<file path="config.mk">
export PLATFORM = sky130hd
export DESIGN_NAME = lox_token_scanner
export DESIGN_NICKNAME = d
export VERILOG_FILES = /design/src/hdl/lts_pkg.sv /design/src/hdl/lox_token_scanner.sv /design/src/hdl/lts_front.sv /design/src/hdl/lts_fifo.sv /design/src/hdl/lts_back.sv
export SDC_FILE = /design/constraint.sdc
export NUM_CORES = 1
export LEC_CHECK = 0
export ABC_AREA = 1
export ABC_CLOCK_PERIOD_IN_PS = 7600
export BUFFER_PORTS_ARGS = -buffer_cell sky130_fd_sc_hd__buf_2
export CORE_ASPECT_RATIO = 0.5
export CORE_UTILIZATION = 47
export DETAILED_ROUTE_END_ITERATION = 12
export SYNTH_ARGS = -nofsm -noshare
export SYNTH_HDL_FRONTEND = slang
export SYNTH_SLANG_ARGS = --single-unit
</file>
<file path="constraint.sdc">
create_clock -name clk -period 7.6 [get_ports clk]
set_clock_uncertainty 0.1 [all_clocks]
set_input_delay 2.28 -clock clk [delete_from_list [all_inputs] [get_ports clk]]
set_output_delay 2.28 -clock clk [all_outputs]
set_load 0.01 [all_outputs]
</file>
<file path="src/hdl/lts_pkg.sv">
// Shared types, token codes and helper functions for the token scanner.
package lts_pkg;

	localparam int OFFSET_BITS       = 16;
	localparam int KEYWORD_MAX_CHARS = 6;
	localparam int KW_BITS           = 8 * KEYWORD_MAX_CHARS;
	localparam int KIND_BITS         = 6;
	localparam int KW_COUNT          = 16;
	localparam int FIFO_DEPTH        = 4;
	localparam int FIFO_IDX_BITS     = $clog2(FIFO_DEPTH);

	// token kinds
	localparam logic [KIND_BITS-1:0] K_LEFT_PAREN    = 6'd0;
	localparam logic [KIND_BITS-1:0] K_RIGHT_PAREN   = 6'd1;
	localparam logic [KIND_BITS-1:0] K_LEFT_BRACE    = 6'd2;
	localparam logic [KIND_BITS-1:0] K_RIGHT_BRACE   = 6'd3;
	localparam logic [KIND_BITS-1:0] K_STAR          = 6'd4;
	localparam logic [KIND_BITS-1:0] K_DOT           = 6'd5;
	localparam logic [KIND_BITS-1:0] K_COMMA         = 6'd6;
	localparam logic [KIND_BITS-1:0] K_SEMICOLON     = 6'd7;
	localparam logic [KIND_BITS-1:0] K_EQUAL         = 6'd8;
	localparam logic [KIND_BITS-1:0] K_BANG          = 6'd10;
	localparam logic [KIND_BITS-1:0] K_GREATER       = 6'd12;
	localparam logic [KIND_BITS-1:0] K_LESS          = 6'd14;
	localparam logic [KIND_BITS-1:0] K_PLUS          = 6'd16;
	localparam logic [KIND_BITS-1:0] K_MINUS         = 6'd17;
	localparam logic [KIND_BITS-1:0] K_SLASH         = 6'd18;
	localparam logic [KIND_BITS-1:0] K_STRING        = 6'd19;
	localparam logic [KIND_BITS-1:0] K_STRING_ERROR  = 6'd20;
	localparam logic [KIND_BITS-1:0] K_NUMBER        = 6'd21;
	localparam logic [KIND_BITS-1:0] K_NUMBER_ERROR  = 6'd22;
	localparam logic [KIND_BITS-1:0] K_IDENTIFIER    = 6'd23;
	localparam logic [KIND_BITS-1:0] K_NEWLINE       = 6'd24;
	localparam logic [KIND_BITS-1:0] K_COMMENT       = 6'd25;
	localparam logic [KIND_BITS-1:0] K_WHITESPACE    = 6'd26;
	localparam logic [KIND_BITS-1:0] K_KEYWORD0      = 6'd27;
	localparam logic [KIND_BITS-1:0] K_UNKNOWN       = 6'd43;

	// pending operator codes
	localparam logic [2:0] OP_EQUAL   = 3'd0;
	localparam logic [2:0] OP_BANG    = 3'd1;
	localparam logic [2:0] OP_GREATER = 3'd2;
	localparam logic [2:0] OP_LESS    = 3'd3;
	localparam logic [2:0] OP_SLASH   = 3'd4;

	// what a byte does when it starts a token
	localparam logic [2:0] ACT_EMIT   = 3'd0;
	localparam logic [2:0] ACT_OPER   = 3'd1;
	localparam logic [2:0] ACT_STRING = 3'd2;
	localparam logic [2:0] ACT_NUMBER = 3'd3;
	localparam logic [2:0] ACT_WORD   = 3'd4;

	localparam logic [7:0] CH_EQUAL   = 8'h3D;
	localparam logic [7:0] CH_SLASH   = 8'h2F;
	localparam logic [7:0] CH_NEWLINE = 8'h0A;
	localparam logic [7:0] CH_QUOTE   = 8'h22;
	localparam logic [7:0] CH_DOT     = 8'h2E;

	localparam logic [KW_BITS-1:0] KW_WORDS [KW_COUNT] = '{
		KW_BITS'("and"),   KW_BITS'("class"),  KW_BITS'("else"),  KW_BITS'("false"),
		KW_BITS'("for"),   KW_BITS'("fun"),    KW_BITS'("if"),    KW_BITS'("nil"),
		KW_BITS'("or"),    KW_BITS'("print"),  KW_BITS'("return"), KW_BITS'("super"),
		KW_BITS'("this"),  KW_BITS'("true"),   KW_BITS'("var"),   KW_BITS'("while")
	};

	typedef struct packed {
		logic [7:0] text_byte;
		logic       end_of_text;
	} byte_beat_t;

	typedef struct packed {
		logic [KIND_BITS-1:0]   token_kind;
		logic [OFFSET_BITS-1:0] token_start;
		logic [OFFSET_BITS-1:0] token_length;
		logic                   last_of_run;
	} token_t;

	typedef struct packed {
		logic [2:0]           act;
		logic [2:0]           op;
		logic [KIND_BITS-1:0] kind;
		logic                 is_digit;
		logic                 is_word;
	} byte_class_t;

	typedef struct packed {
		logic [7:0]             text_byte;
		logic                   end_of_text;
		logic [OFFSET_BITS-1:0] pos;
		byte_class_t            cls;
	} entry_t;

	// one-byte operator kind; for = ! > < the two-byte form with = is one above
	function automatic logic [KIND_BITS-1:0] op_kind(input logic [2:0] op);
		logic [KIND_BITS-1:0] k;
		case (op)
			OP_EQUAL:   k = K_EQUAL;
			OP_BANG:    k = K_BANG;
			OP_GREATER: k = K_GREATER;
			OP_LESS:    k = K_LESS;
			default:    k = K_SLASH;
		endcase
		return k;
	endfunction

	function automatic logic [KIND_BITS-1:0] word_kind(input logic [KW_BITS-1:0] prefix,
		input logic too_long);
		logic [KIND_BITS-1:0] k;
		k = K_IDENTIFIER;
		if (!too_long) begin
			for (int i = 0; i < KW_COUNT; i++) begin
				if (prefix == KW_WORDS[i])
					k = K_KEYWORD0 + KIND_BITS'(i);
			end
		end
		return k;
	endfunction

	// p - st (+1), saturating at the offset range
	function automatic logic [OFFSET_BITS-1:0] tok_len(input logic [OFFSET_BITS-1:0] p,
		input logic [OFFSET_BITS-1:0] st, input logic plus_one);
		logic [OFFSET_BITS:0] s;
		s = {1'b0, p} - {1'b0, st} + {{OFFSET_BITS{1'b0}}, plus_one};
		return s[OFFSET_BITS] ? {OFFSET_BITS{1'b1}} : s[OFFSET_BITS-1:0];
	endfunction

endpackage

</file>
<file path="src/hdl/lox_token_scanner.sv">
// A queued byte's tokens are registered in the output stage when the back end takes it.
// Throughput: one byte per cycle without output stalls; a two-token byte holds the back
// end until its second token moves out, and the four-entry queue absorbs the difference.
// Under an output stall the queue fills to four bytes, then the input stalls.
// Reset clears the scanner state, the offset counter, the queue and the output.
module lox_token_scanner import lts_pkg::*; (
	input  logic       clk,
	input  logic       arst_n,
	input  logic       byte_valid,
	output logic       byte_stall,
	input  byte_beat_t byte_data,
	output logic       token_valid,
	input  logic       token_stall,
	output token_t     token_data
);

	logic   push;
	logic   pop;
	logic   full;
	logic   not_empty;
	entry_t wr_entry;
	entry_t head;

	assign byte_stall = full;

	lts_front u_front (
		.clk        (clk),
		.arst_n     (arst_n),
		.byte_valid (byte_valid),
		.byte_data  (byte_data),
		.full       (full),
		.push       (push),
		.entry      (wr_entry)
	);

	lts_fifo u_fifo (
		.clk       (clk),
		.arst_n    (arst_n),
		.push      (push),
		.wdata     (wr_entry),
		.pop       (pop),
		.rdata     (head),
		.not_empty (not_empty),
		.full      (full)
	);

	lts_back u_back (
		.clk         (clk),
		.arst_n      (arst_n),
		.head        (head),
		.head_valid  (not_empty),
		.pop         (pop),
		.token_valid (token_valid),
		.token_data  (token_data),
		.token_stall (token_stall)
	);

endmodule

</file>
<file path="src/hdl/lts_front.sv">
// Front end: takes source bytes, classifies them and tags each with its offset.
module lts_front import lts_pkg::*; (
	input  logic       clk,
	input  logic       arst_n,
	input  logic       byte_valid,
	input  byte_beat_t byte_data,
	input  logic       full,
	output logic       push,
	output entry_t     entry
);

	logic [OFFSET_BITS-1:0] pos_q;

	function automatic byte_class_t classify(input logic [7:0] b);
		byte_class_t c;
		c.act      = ACT_EMIT;
		c.op       = OP_EQUAL;
		c.kind     = K_UNKNOWN;
		c.is_digit = (b >= 8'("0")) && (b <= 8'("9"));
		c.is_word  = ((b >= 8'("a")) && (b <= 8'("z"))) ||
			((b >= 8'("A")) && (b <= 8'("Z"))) || (b == 8'("_"));
		case (b)
			8'("("):    c.kind = K_LEFT_PAREN;
			8'(")"):    c.kind = K_RIGHT_PAREN;
			8'("{"):    c.kind = K_LEFT_BRACE;
			8'("}"):    c.kind = K_RIGHT_BRACE;
			8'("*"):    c.kind = K_STAR;
			CH_DOT:     c.kind = K_DOT;
			8'(","):    c.kind = K_COMMA;
			8'(";"):    c.kind = K_SEMICOLON;
			8'("+"):    c.kind = K_PLUS;
			8'("-"):    c.kind = K_MINUS;
			8'(" "), 8'h09: c.kind = K_WHITESPACE;
			CH_NEWLINE: c.kind = K_NEWLINE;
			CH_EQUAL: begin
				c.act = ACT_OPER;
				c.op  = OP_EQUAL;
			end
			8'("!"): begin
				c.act = ACT_OPER;
				c.op  = OP_BANG;
			end
			8'(">"): begin
				c.act = ACT_OPER;
				c.op  = OP_GREATER;
			end
			8'("<"): begin
				c.act = ACT_OPER;
				c.op  = OP_LESS;
			end
			CH_SLASH: begin
				c.act = ACT_OPER;
				c.op  = OP_SLASH;
			end
			CH_QUOTE: c.act = ACT_STRING;
			default: begin
				if (c.is_digit)
					c.act = ACT_NUMBER;
				else if (c.is_word)
					c.act = ACT_WORD;
			end
		endcase
		return c;
	endfunction

	assign push = byte_valid && !full;

	always_comb begin
		entry.text_byte   = byte_data.text_byte;
		entry.end_of_text = byte_data.end_of_text;
		entry.pos         = pos_q;
		entry.cls         = classify(byte_data.text_byte);
	end

	// offset saturates; end of text restarts it
	always_ff @(posedge clk or negedge arst_n) begin
		if (!arst_n) begin
			pos_q <= '0;
		end else if (push) begin
			if (byte_data.end_of_text)
				pos_q <= '0;
			else if (pos_q != {OFFSET_BITS{1'b1}})
				pos_q <= pos_q + 1'b1;
		end
	end

endmodule

</file>
<file path="src/hdl/lts_fifo.sv">
// Short queue of classified bytes between front and back end.
module lts_fifo import lts_pkg::*; (
	input  logic   clk,
	input  logic   arst_n,
	input  logic   push,
	input  entry_t wdata,
	input  logic   pop,
	output entry_t rdata,
	output logic   not_empty,
	output logic   full
);

	entry_t                   mem_q [FIFO_DEPTH];
	logic [FIFO_IDX_BITS-1:0] wr_ptr_q;
	logic [FIFO_IDX_BITS-1:0] rd_ptr_q;
	logic [FIFO_IDX_BITS:0]   count_q;

	assign rdata     = mem_q[rd_ptr_q];
	assign not_empty = (count_q != '0);
	assign full      = (count_q == (FIFO_IDX_BITS+1)'(FIFO_DEPTH));

	always_ff @(posedge clk) begin
		if (push)
			mem_q[wr_ptr_q] <= wdata;
	end

	always_ff @(posedge clk or negedge arst_n) begin
		if (!arst_n) begin
			wr_ptr_q <= '0;
			rd_ptr_q <= '0;
			count_q  <= '0;
		end else begin
			if (push)
				wr_ptr_q <= wr_ptr_q + 1'b1;
			if (pop)
				rd_ptr_q <= rd_ptr_q + 1'b1;
			if (push && !pop)
				count_q <= count_q + 1'b1;
			else if (pop && !push)
				count_q <= count_q - 1'b1;
		end
	end

endmodule

</file>
<file path="src/hdl/lts_back.sv">
// Back end: scanner state machine and two-slot token output stage.
module lts_back import lts_pkg::*; (
	input  logic   clk,
	input  logic   arst_n,
	input  entry_t head,
	input  logic   head_valid,
	output logic   pop,
	output logic   token_valid,
	output token_t token_data,
	input  logic   token_stall
);

	localparam logic [2:0] MODE_IDLE    = 3'd0;
	localparam logic [2:0] MODE_OPER    = 3'd1;
	localparam logic [2:0] MODE_COMMENT = 3'd2;
	localparam logic [2:0] MODE_STRING  = 3'd3;
	localparam logic [2:0] MODE_NUMBER  = 3'd4;
	localparam logic [2:0] MODE_WORD    = 3'd5;

	logic [2:0]             mode_q, mode_d;
	logic [2:0]             op_q, op_d;
	logic [KW_BITS-1:0]     prefix_q, prefix_d;
	logic                   long_q, long_d;
	logic                   dot_q, dot_d;
	logic [OFFSET_BITS-1:0] cts_q, cts_d;

	logic   out_valid_q, pend_valid_q;
	token_t out_q, pend_q;

	token_t                 res [2];
	logic [1:0]             n;
	logic                   rescan;
	logic [7:0]             b;
	logic [OFFSET_BITS-1:0] p;
	logic [OFFSET_BITS-1:0] flush_len;
	logic [KIND_BITS-1:0]   flush_kind;

	function automatic token_t mk(input logic [KIND_BITS-1:0] kind,
		input logic [OFFSET_BITS-1:0] start, input logic [OFFSET_BITS-1:0] len);
		token_t t;
		t.token_kind   = kind;
		t.token_start  = start;
		t.token_length = len;
		t.last_of_run  = 1'b0;
		return t;
	endfunction

	always_comb begin
		mode_d     = mode_q;
		op_d       = op_q;
		prefix_d   = prefix_q;
		long_d     = long_q;
		dot_d      = dot_q;
		cts_d      = cts_q;
		b          = head.text_byte;
		p          = head.pos;
		res[0]     = mk(K_UNKNOWN, p, tok_len(p, p, 1'b1));
		res[1]     = res[0];
		n          = 2'd0;
		rescan     = 1'b0;
		flush_len  = '0;
		flush_kind = K_UNKNOWN;

		case (mode_q)
			MODE_OPER: begin
				if (op_q == OP_SLASH) begin
					if (b == CH_SLASH) begin
						mode_d = MODE_COMMENT;
					end else begin
						res[n[0]] = mk(K_SLASH, cts_q, tok_len(cts_q, cts_q, 1'b1));
						n = n + 2'd1;
						rescan = 1'b1;
					end
				end else if (b == CH_EQUAL) begin
					res[n[0]] = mk(op_kind(op_q) + 1'b1, cts_q, tok_len(p, cts_q, 1'b1));
					n = n + 2'd1;
					mode_d = MODE_IDLE;
				end else begin
					res[n[0]] = mk(op_kind(op_q), cts_q, tok_len(cts_q, cts_q, 1'b1));
					n = n + 2'd1;
					rescan = 1'b1;
				end
			end
			MODE_COMMENT: begin
				if (b == CH_NEWLINE) begin
					res[0] = mk(K_COMMENT, cts_q, tok_len(p, cts_q, 1'b0));
					res[1] = mk(K_NEWLINE, p, tok_len(p, p, 1'b1));
					n = 2'd2;
					mode_d = MODE_IDLE;
				end
			end
			MODE_STRING: begin
				if (b == CH_QUOTE) begin
					res[n[0]] = mk(K_STRING, cts_q, tok_len(p, cts_q, 1'b1));
					n = n + 2'd1;
					mode_d = MODE_IDLE;
				end
			end
			MODE_NUMBER: begin
				if (b == CH_DOT) begin
					if (dot_q) begin
						res[n[0]] = mk(K_NUMBER_ERROR, cts_q, tok_len(p, cts_q, 1'b1));
						n = n + 2'd1;
						mode_d = MODE_IDLE;
					end else begin
						dot_d = 1'b1;
					end
				end else if (!head.cls.is_digit) begin
					res[n[0]] = mk(K_NUMBER, cts_q, tok_len(p, cts_q, 1'b0));
					n = n + 2'd1;
					rescan = 1'b1;
				end
			end
			MODE_WORD: begin
				if (head.cls.is_word || head.cls.is_digit) begin
					// prefix holds at most KEYWORD_MAX_CHARS bytes, all non-zero
					if ((prefix_q[KW_BITS-1 -: 8] == 8'd0) && !long_q)
						prefix_d = {prefix_q[KW_BITS-9:0], b};
					else
						long_d = 1'b1;
				end else begin
					res[n[0]] = mk(word_kind(prefix_q, long_q), cts_q,
						tok_len(p, cts_q, 1'b0));
					n = n + 2'd1;
					rescan = 1'b1;
				end
			end
			default: rescan = 1'b1;
		endcase

		if (rescan) begin
			mode_d = MODE_IDLE;
			cts_d  = p;
			case (head.cls.act)
				ACT_EMIT: begin
					res[n[0]] = mk(head.cls.kind, p, tok_len(p, p, 1'b1));
					n = n + 2'd1;
				end
				ACT_OPER: begin
					mode_d = MODE_OPER;
					op_d   = head.cls.op;
				end
				ACT_STRING: mode_d = MODE_STRING;
				ACT_NUMBER: begin
					mode_d = MODE_NUMBER;
					dot_d  = 1'b0;
				end
				ACT_WORD: begin
					mode_d   = MODE_WORD;
					prefix_d = KW_BITS'(b);
					long_d   = 1'b0;
				end
				default: ;
			endcase
		end

		// end of text: flush what is pending and start over
		if (head.end_of_text) begin
			flush_len = tok_len(p, cts_d, 1'b1);
			case (mode_d)
				MODE_OPER:    flush_kind = op_kind(op_d);
				MODE_COMMENT: flush_kind = K_COMMENT;
				MODE_STRING:  flush_kind = K_STRING_ERROR;
				MODE_NUMBER:  flush_kind = K_NUMBER;
				MODE_WORD:    flush_kind = word_kind(prefix_d, long_d);
				default:      flush_kind = K_UNKNOWN;
			endcase
			if (mode_d != MODE_IDLE) begin
				res[n[0]] = mk(flush_kind, cts_d, flush_len);
				n = n + 2'd1;
			end
			mode_d   = MODE_IDLE;
			op_d     = OP_EQUAL;
			prefix_d = '0;
			long_d   = 1'b0;
			dot_d    = 1'b0;
			cts_d    = '0;
		end

		res[0].last_of_run = (n == 2'd1);
		res[1].last_of_run = 1'b1;
	end

	// take a byte only when both output slots will be free
	assign pop = head_valid && !pend_valid_q && (!out_valid_q || !token_stall);

	always_ff @(posedge clk or negedge arst_n) begin
		if (!arst_n) begin
			mode_q       <= MODE_IDLE;
			op_q         <= OP_EQUAL;
			prefix_q     <= '0;
			long_q       <= 1'b0;
			dot_q        <= 1'b0;
			cts_q        <= '0;
			out_valid_q  <= 1'b0;
			pend_valid_q <= 1'b0;
		end else begin
			if (pop) begin
				mode_q       <= mode_d;
				op_q         <= op_d;
				prefix_q     <= prefix_d;
				long_q       <= long_d;
				dot_q        <= dot_d;
				cts_q        <= cts_d;
				out_valid_q  <= (n != 2'd0);
				pend_valid_q <= (n == 2'd2);
			end else if (out_valid_q && !token_stall) begin
				out_valid_q  <= pend_valid_q;
				pend_valid_q <= 1'b0;
			end
		end
	end

	always_ff @(posedge clk) begin
		if (pop) begin
			out_q  <= res[0];
			pend_q <= res[1];
		end else if (out_valid_q && !token_stall) begin
			out_q <= pend_q;
		end
	end

	assign token_valid = out_valid_q;
	assign token_data  = out_q;

	a_pend_behind_out: assert property (@(posedge clk) disable iff (!arst_n)
		pend_valid_q |-> out_valid_q)
		else $error("second token held without a first");

	a_pend_first_not_last: assert property (@(posedge clk) disable iff (!arst_n)
		pend_valid_q |-> !out_q.last_of_run)
		else $error("first of two tokens marked last");

	a_pend_drains: assert property (@(posedge clk) disable iff (!arst_n)
		(pend_valid_q && !token_stall) |=> (out_valid_q && !pend_valid_q))
		else $error("held token not moved to output");

	a_eot_idle: assert property (@(posedge clk) disable iff (!arst_n)
		(pop && head.end_of_text) |=> (mode_q == MODE_IDLE && cts_q == '0))
		else $error("scanner not restarted after end of text");

endmodule
</file>
* Word level (Yosys, flattened, before mapping)
Memories as Yosys holds them, arrays and structs flattened.
Cells that the tools add are included.
** Word-level totals
- Bits in registers :: 174
- Output and inout port bits :: 41
- Logic and storage cells :: 305
- Memories :: 1
- RAM bits :: 156
** Memories
- u_fifo.mem_q :: words 4, width 39, read ports 1, clocked after memory_dff 0, wr ports 1, RTL line lts_fifo.sv:13 : entry_t mem_q [FIFO_DEPTH];
** Operators by class
- $add $sub $neg :: 16
- Bitwise gates (word level) :: 2
- Reductions and logical operators :: 38
- Order comparisons :: 10
- Eq/ne operators :: 82
- Mux-type cells :: 137
** Operators with widths (number)
- $mux 39 :: 13
- $eq 48x23->1 const B :: 10
- $eq 48x39->1 const B :: 10
- $mux 78 :: 5
- $eq 48x31->1 const B :: 6
- $mux 48 :: 6
- $pmux 39 s5 :: 1
- $eq 48x15->1 const B :: 4
- $mux 6 :: 28
- $bwmux 78 :: 2
- $eq 8x6->1 const B :: 19
- $mux 16 :: 9
- $eq 48x47->1 const B :: 2
- $demux 39 s1 :: 2
- $pmux 6 s12 :: 1
- $add 17x1->17 const B :: 4
- $sub 16x16->17 :: 4
- $mux 3 :: 16
- $mux 4 :: 10
- $pmux 5 s4 :: 2
- $pmux 3 s4 :: 3
- $eq 3x2->1 const B :: 10
- $pmux 6 s5 :: 1
- $mux 1 :: 29
- 34 further kinds :: 88

* Depth between registers and ports, before layout
- Depth after elaboration :: 31
- Depth in mapped cells :: 41
- Depth with buffers taken out :: 39

* By module
From an unflattened synthesis, not the netlist that was laid out.
** Unflattened totals
- Cell total of the unflattened synthesis :: 2663
- Area, all modules :: 21350.5 µm²
** Modules (own cells, without submodules)
- lts_back :: instances 1, area an instance 12959.9 µm², cells each 1905
- lts_fifo :: instances 1, area an instance 6806.5 µm², cells each 504
- lts_front :: instances 1, area an instance 1584.0 µm², cells each 254

* Worst setup path after synthesis
Ideal clock, no wire load.
- Kind :: reg-to-reg
- From :: reg u_fifo.rd_ptr_q[0]
- To :: reg u_back.out_q, in the netlist u_back.token_data[13], data pin
- Required time :: 7245 ps
- Buffers on the path :: 5
- Setup slack :: 2389 ps
- Cell stages (with the launch flop) :: 41
- Arrival :: 4856 ps
- Period minus slack after synthesis :: 5211 ps
- Path through :: dfrtp_1 -> buf_6 -> buf_6 -> nor2_1 -> nor2_1 -> o21ai_0 -> nand2_1 -> nor2_1 -> nand2_1 -> nand2_1 -> inv_1 -> nand2_2 -> inv_4 -> nand2_8 -> buf_4 -> clkbuf_1 -> nand2_1 -> o21ai_0 -> (+5 left out) -> nand2_1 -> o211ai_1 -> a21oi_1 -> o21ai_0 -> a21boi_0 -> o21ai_0 -> nand2_1 -> nand2_1 -> a21oi_1 -> inv_1 -> nand2_1 -> nand2_1 -> clkbuf_1 -> or2_2 -> nand2_1 -> nand3_1 -> o21ai_0 -> inv_1
** Between the ends
- Word-level cells in the longest chain between the ends :: 17
** Ends and longest elaborated chain
- from (decl) :: RTL line lts_fifo.sv:15 : logic [FIFO_IDX_BITS-1:0] rd_ptr_q;
- from (signal assigned) :: RTL line lts_fifo.sv:36 : rd_ptr_q <= rd_ptr_q + 1'b1;
- $mem_v2 4x39 (*)
- branches (longest 14 deep; another with $sub 16x16->17)
- $mux 78 (*) :: RTL line lts_back.sv:158 : if (head.end_of_text) begin
- $mux 39 (*) :: RTL line lts_back.sv:215 : if (pop) begin
- to (signal assigned) :: RTL line lts_back.sv:216 : out_q <= res[0];
- to (signal assigned) :: RTL line lts_back.sv:219 : out_q <= pend_q;
- to (decl) :: RTL line lts_back.sv:28 : token_t out_q, pend_q;
Mark *: on every way between the ends.
A chain may end at the register's enable or synchronous reset.

* Worst setup path after layout
- From :: reg u_fifo.rd_ptr_q[1]
- To :: reg u_back.out_q, in the netlist u_back.token_data[8], data pin
Same word-level chain as after synthesis.

==> results.json <==
{
  "status": "complete, no violations",
  "cts_sinks": 330,
  "via_count": 17625,
  "core_mm2": 0.04231,
  "path_clk_slew_ns": 0.07,
  "setup_viol": 0,
  "post_cts_buffers": 0,
  "finalCoreUtilization": 0.5233,
  "initial_utilization": 0.4802,
  "drc": 0,
  "fillers": 4134,
  "clockBufferDepth": 3,
  "pre_cts_ws_ns": 1.098,
  "worstMarginPinSlew_ns": 1.185,
  "area_growth_pct": 8.966,
  "worst_setup_path_start_kind": "register",
  "ys_ff_latch": 330,
  "placed_area_mm2": 0.02103,
  "wl_per_cell_um": 19.71,
  "yosys_warnings": 0,
  "synth-main-ff-cell": "edfxtp_1",
  "fmax_mhz": 151.8,
  "maxCapViolCount": 0,
  "synth_common_cells": "526 x nand2_1, 326 x inv_1, 247 x nor2_1",
  "antenna_found_initial": 2,
  "fin_crit_sh": 0.8669,
  "slowest_stage": "dfrtp_1",
  "setup_ws_ns": 1.012,
  "first_pass_iters": 5,
  "gp_congestion": 1.003,
  "pin_count": 54,
  "gr-total-overflow": 0,
  "rows": 53,
  "final_nets": 2594,
  "diodes": 0,
  "synth_edf_count": 233,
  "critPathKind": "reg -> reg",
  "netlist.area_leader.share": 0.3444,
  "rsz0062_at_grt": "no",
  "cts_buffers": 34,
  "yosysTopAreaCell": "edfxtp_1",
  "slowest_delay_ns": 0.68,
  "synth_most_common_cell": "nand2_1",
  "syn_area_mm2": 0.02032,
  "htree_num_levels": 2,
  "cts_hold_buf": 0,
  "grt_pass1_vias": 16397,
  "cts_root_buf": "clkbuf_16",
  "cp.required_ns": 7.89,
  "synth_nets": 2574,
  "grt_max_degree": 98,
  "ant_nets": 0,
  "grtUsageTotal": 0.2796,
  "synth_cell_types": 65,
  "via_per_inst": 5.638,
  "yosysSeqAreaShare": 0.4638,
  "setup_tns_ns": 0,
  "place_hpwl_um": 44990,
  "drive_gt1_frac": 0.08121,
  "crit_path_end_kind": "register",
  "die_y_um": 149.0,
  "cts_tree": "yes",
  "io_buffers": 53,
  "cp_top_family": "simple AND/OR/NAND/NOR gates",
  "fin_crit_ns": 6.588,
  "grt_pass1_wl_um": 94720,
  "synth_area_leaders": "edfxtp_1 34%, dfrtp_1 12%, nand2_1 9.7%, inv_1 6.0%, nor2_1 4.6%",
  "die_area_mm2": 0.04412,
  "drt_iter0_drc": 1625,
  "wirelength_um": 61620,
  "relSlewSlack": 0.2073,
  "die_x_um": 296.0,
  "finalMaxSlewViolations": 0,
  "clk-insertion-delay-late_ns": 0.54,
  "crit_buf_inv": 6,
  "hold_viol": 0,
  "post_cts_resize_count": 0,
  "synth.avg_cell_area_um2": 8.114,
  "fin_area_mm2": 0.02214,
  "timing.critical_path.arrival_ns": 6.88,
  "path_max_fanout": 27,
  "synthCells": 2504,
  "cp_common_cell": "nand2_1",
  "hold_class": "reg -> reg",
  "async_reset_ff_frac": 0.2939
}
==> worst register-to-register path: cells and delay by family (launching register included) <==
kind | cells | cell delay, ns
adders and majority gates | 2 | 0.66
and+or+nand+nor | 16 | 2.32
buffers and inverters | 6 | 1.12
AOI/OAI and AO/OA | 8 | 1.57
DFF | 1 | 0.68
==> routing by layer <==
layer	global-route usage	share of wire
met2	0.4101	0.42
met5	0	0
met1	0.4271	0.49
met4	0.04691	0.014
met3	0.05885	0.080
==> cells in the final DEF, fill, tap and decap left out, types with 6 or more instances in the layout <==
cell type,netlist,layout
nand3_1,162,162
a32oi_1,14,14
buf_4,5,22
xnor2_1,10,10
nand3b_1,19,19
buf_2,21,52
nor2_2,8,8
o31ai_1,7,7
o32ai_1,15,15
nor2_4,3,10
clkbuf_16,0,35
nand4_1,49,49
edfxtp_1,233,233
nor2_1,247,240
clkinv_1,2,8
xor2_1,30,30
o211ai_1,19,19
o21ai_2,6,6
nor3_1,58,58
clkinv_2,0,6
nand2_2,10,10
nor4_1,21,21
nand3_2,8,8
dfrtp_1,97,96
nand2_1,526,526
o22ai_1,67,67
o21ai_0,185,185
or2_2,14,14
nor3b_1,9,9
a211oi_1,6,6
inv_2,6,7
a21oi_1,125,125
inv_1,326,325
ha_1,54,54
o21ai_1,25,25
==> flip-flops by register name (all words and copies together), names as in the netlist, 16 cells and up <==
name               count
u_fifo.mem_q         156
u_back.prefix_q       48
u_back.token_data     39
u_back.pend_q         38
u_back.cts_q          16
u_front.pos_q         16
==> cell families after synthesis <==
| family | count (synthesis) | share of synthesized area |
|---|---|---|
| AOI/OAI and AO/OA | 499 | 0.1426 |
| xor gates and xnor gates | 40 | 0.01724 |
| adders and majority gates | 57 | 0.03621 |
| buffers and inverters | 427 | 0.08658 |
| DFF | 330 | 0.4638 |
| and+or+nand+nor | 1151 | 0.2536 |
==> stage by stage <==
step           hold WS (ns)  instances
2_1_floorplan        0.3760       2504
3_3_place_gp         0.4008       3064
3_5_place_dp         0.4055       3064
4_1_cts              0.4159       3125
5_1_grt              0.4449       3126
6_report             0.4175       3126
==> final timing paths <==
kind / start / endpoint / slack (ns) / depth (start not counted)
setup / recovery: u_fifo.rd_ptr_q[1] / u_back.token_data[8] / 1.01 / 32
max in group asynchronous: arst_n / u_fifo.rd_ptr_q[0] / 4.46 / 2
min in group asynchronous: arst_n / u_back.prefix_q[13] / 1.77 / 1
setup reg to reg: u_fifo.rd_ptr_q[1] / u_back.token_data[8] / 1.01 / 32
hold / removal: u_back.pend_q[35] / u_back.token_data[35] / 0.42 / 2
hold reg to reg: u_back.pend_q[35] / u_back.token_data[35] / 0.42 / 2
==> layout make-up <==
cell class,count,area (um2),share of cell area
inverters,336,1266,0.05719
well taps,577,721.9,0.03261
clock inverters,24,216.5,0.009777
flip-flops and latches,330,9425,0.4257
repair buffers,75,437.9,0.01978
multi-input cells,1747,9189,0.4150
clock buffers,37,883.3,0.03990
Power is not shown: default switching activity piles up to over one toggle a cycle in this logic, so the estimate is an artifact.
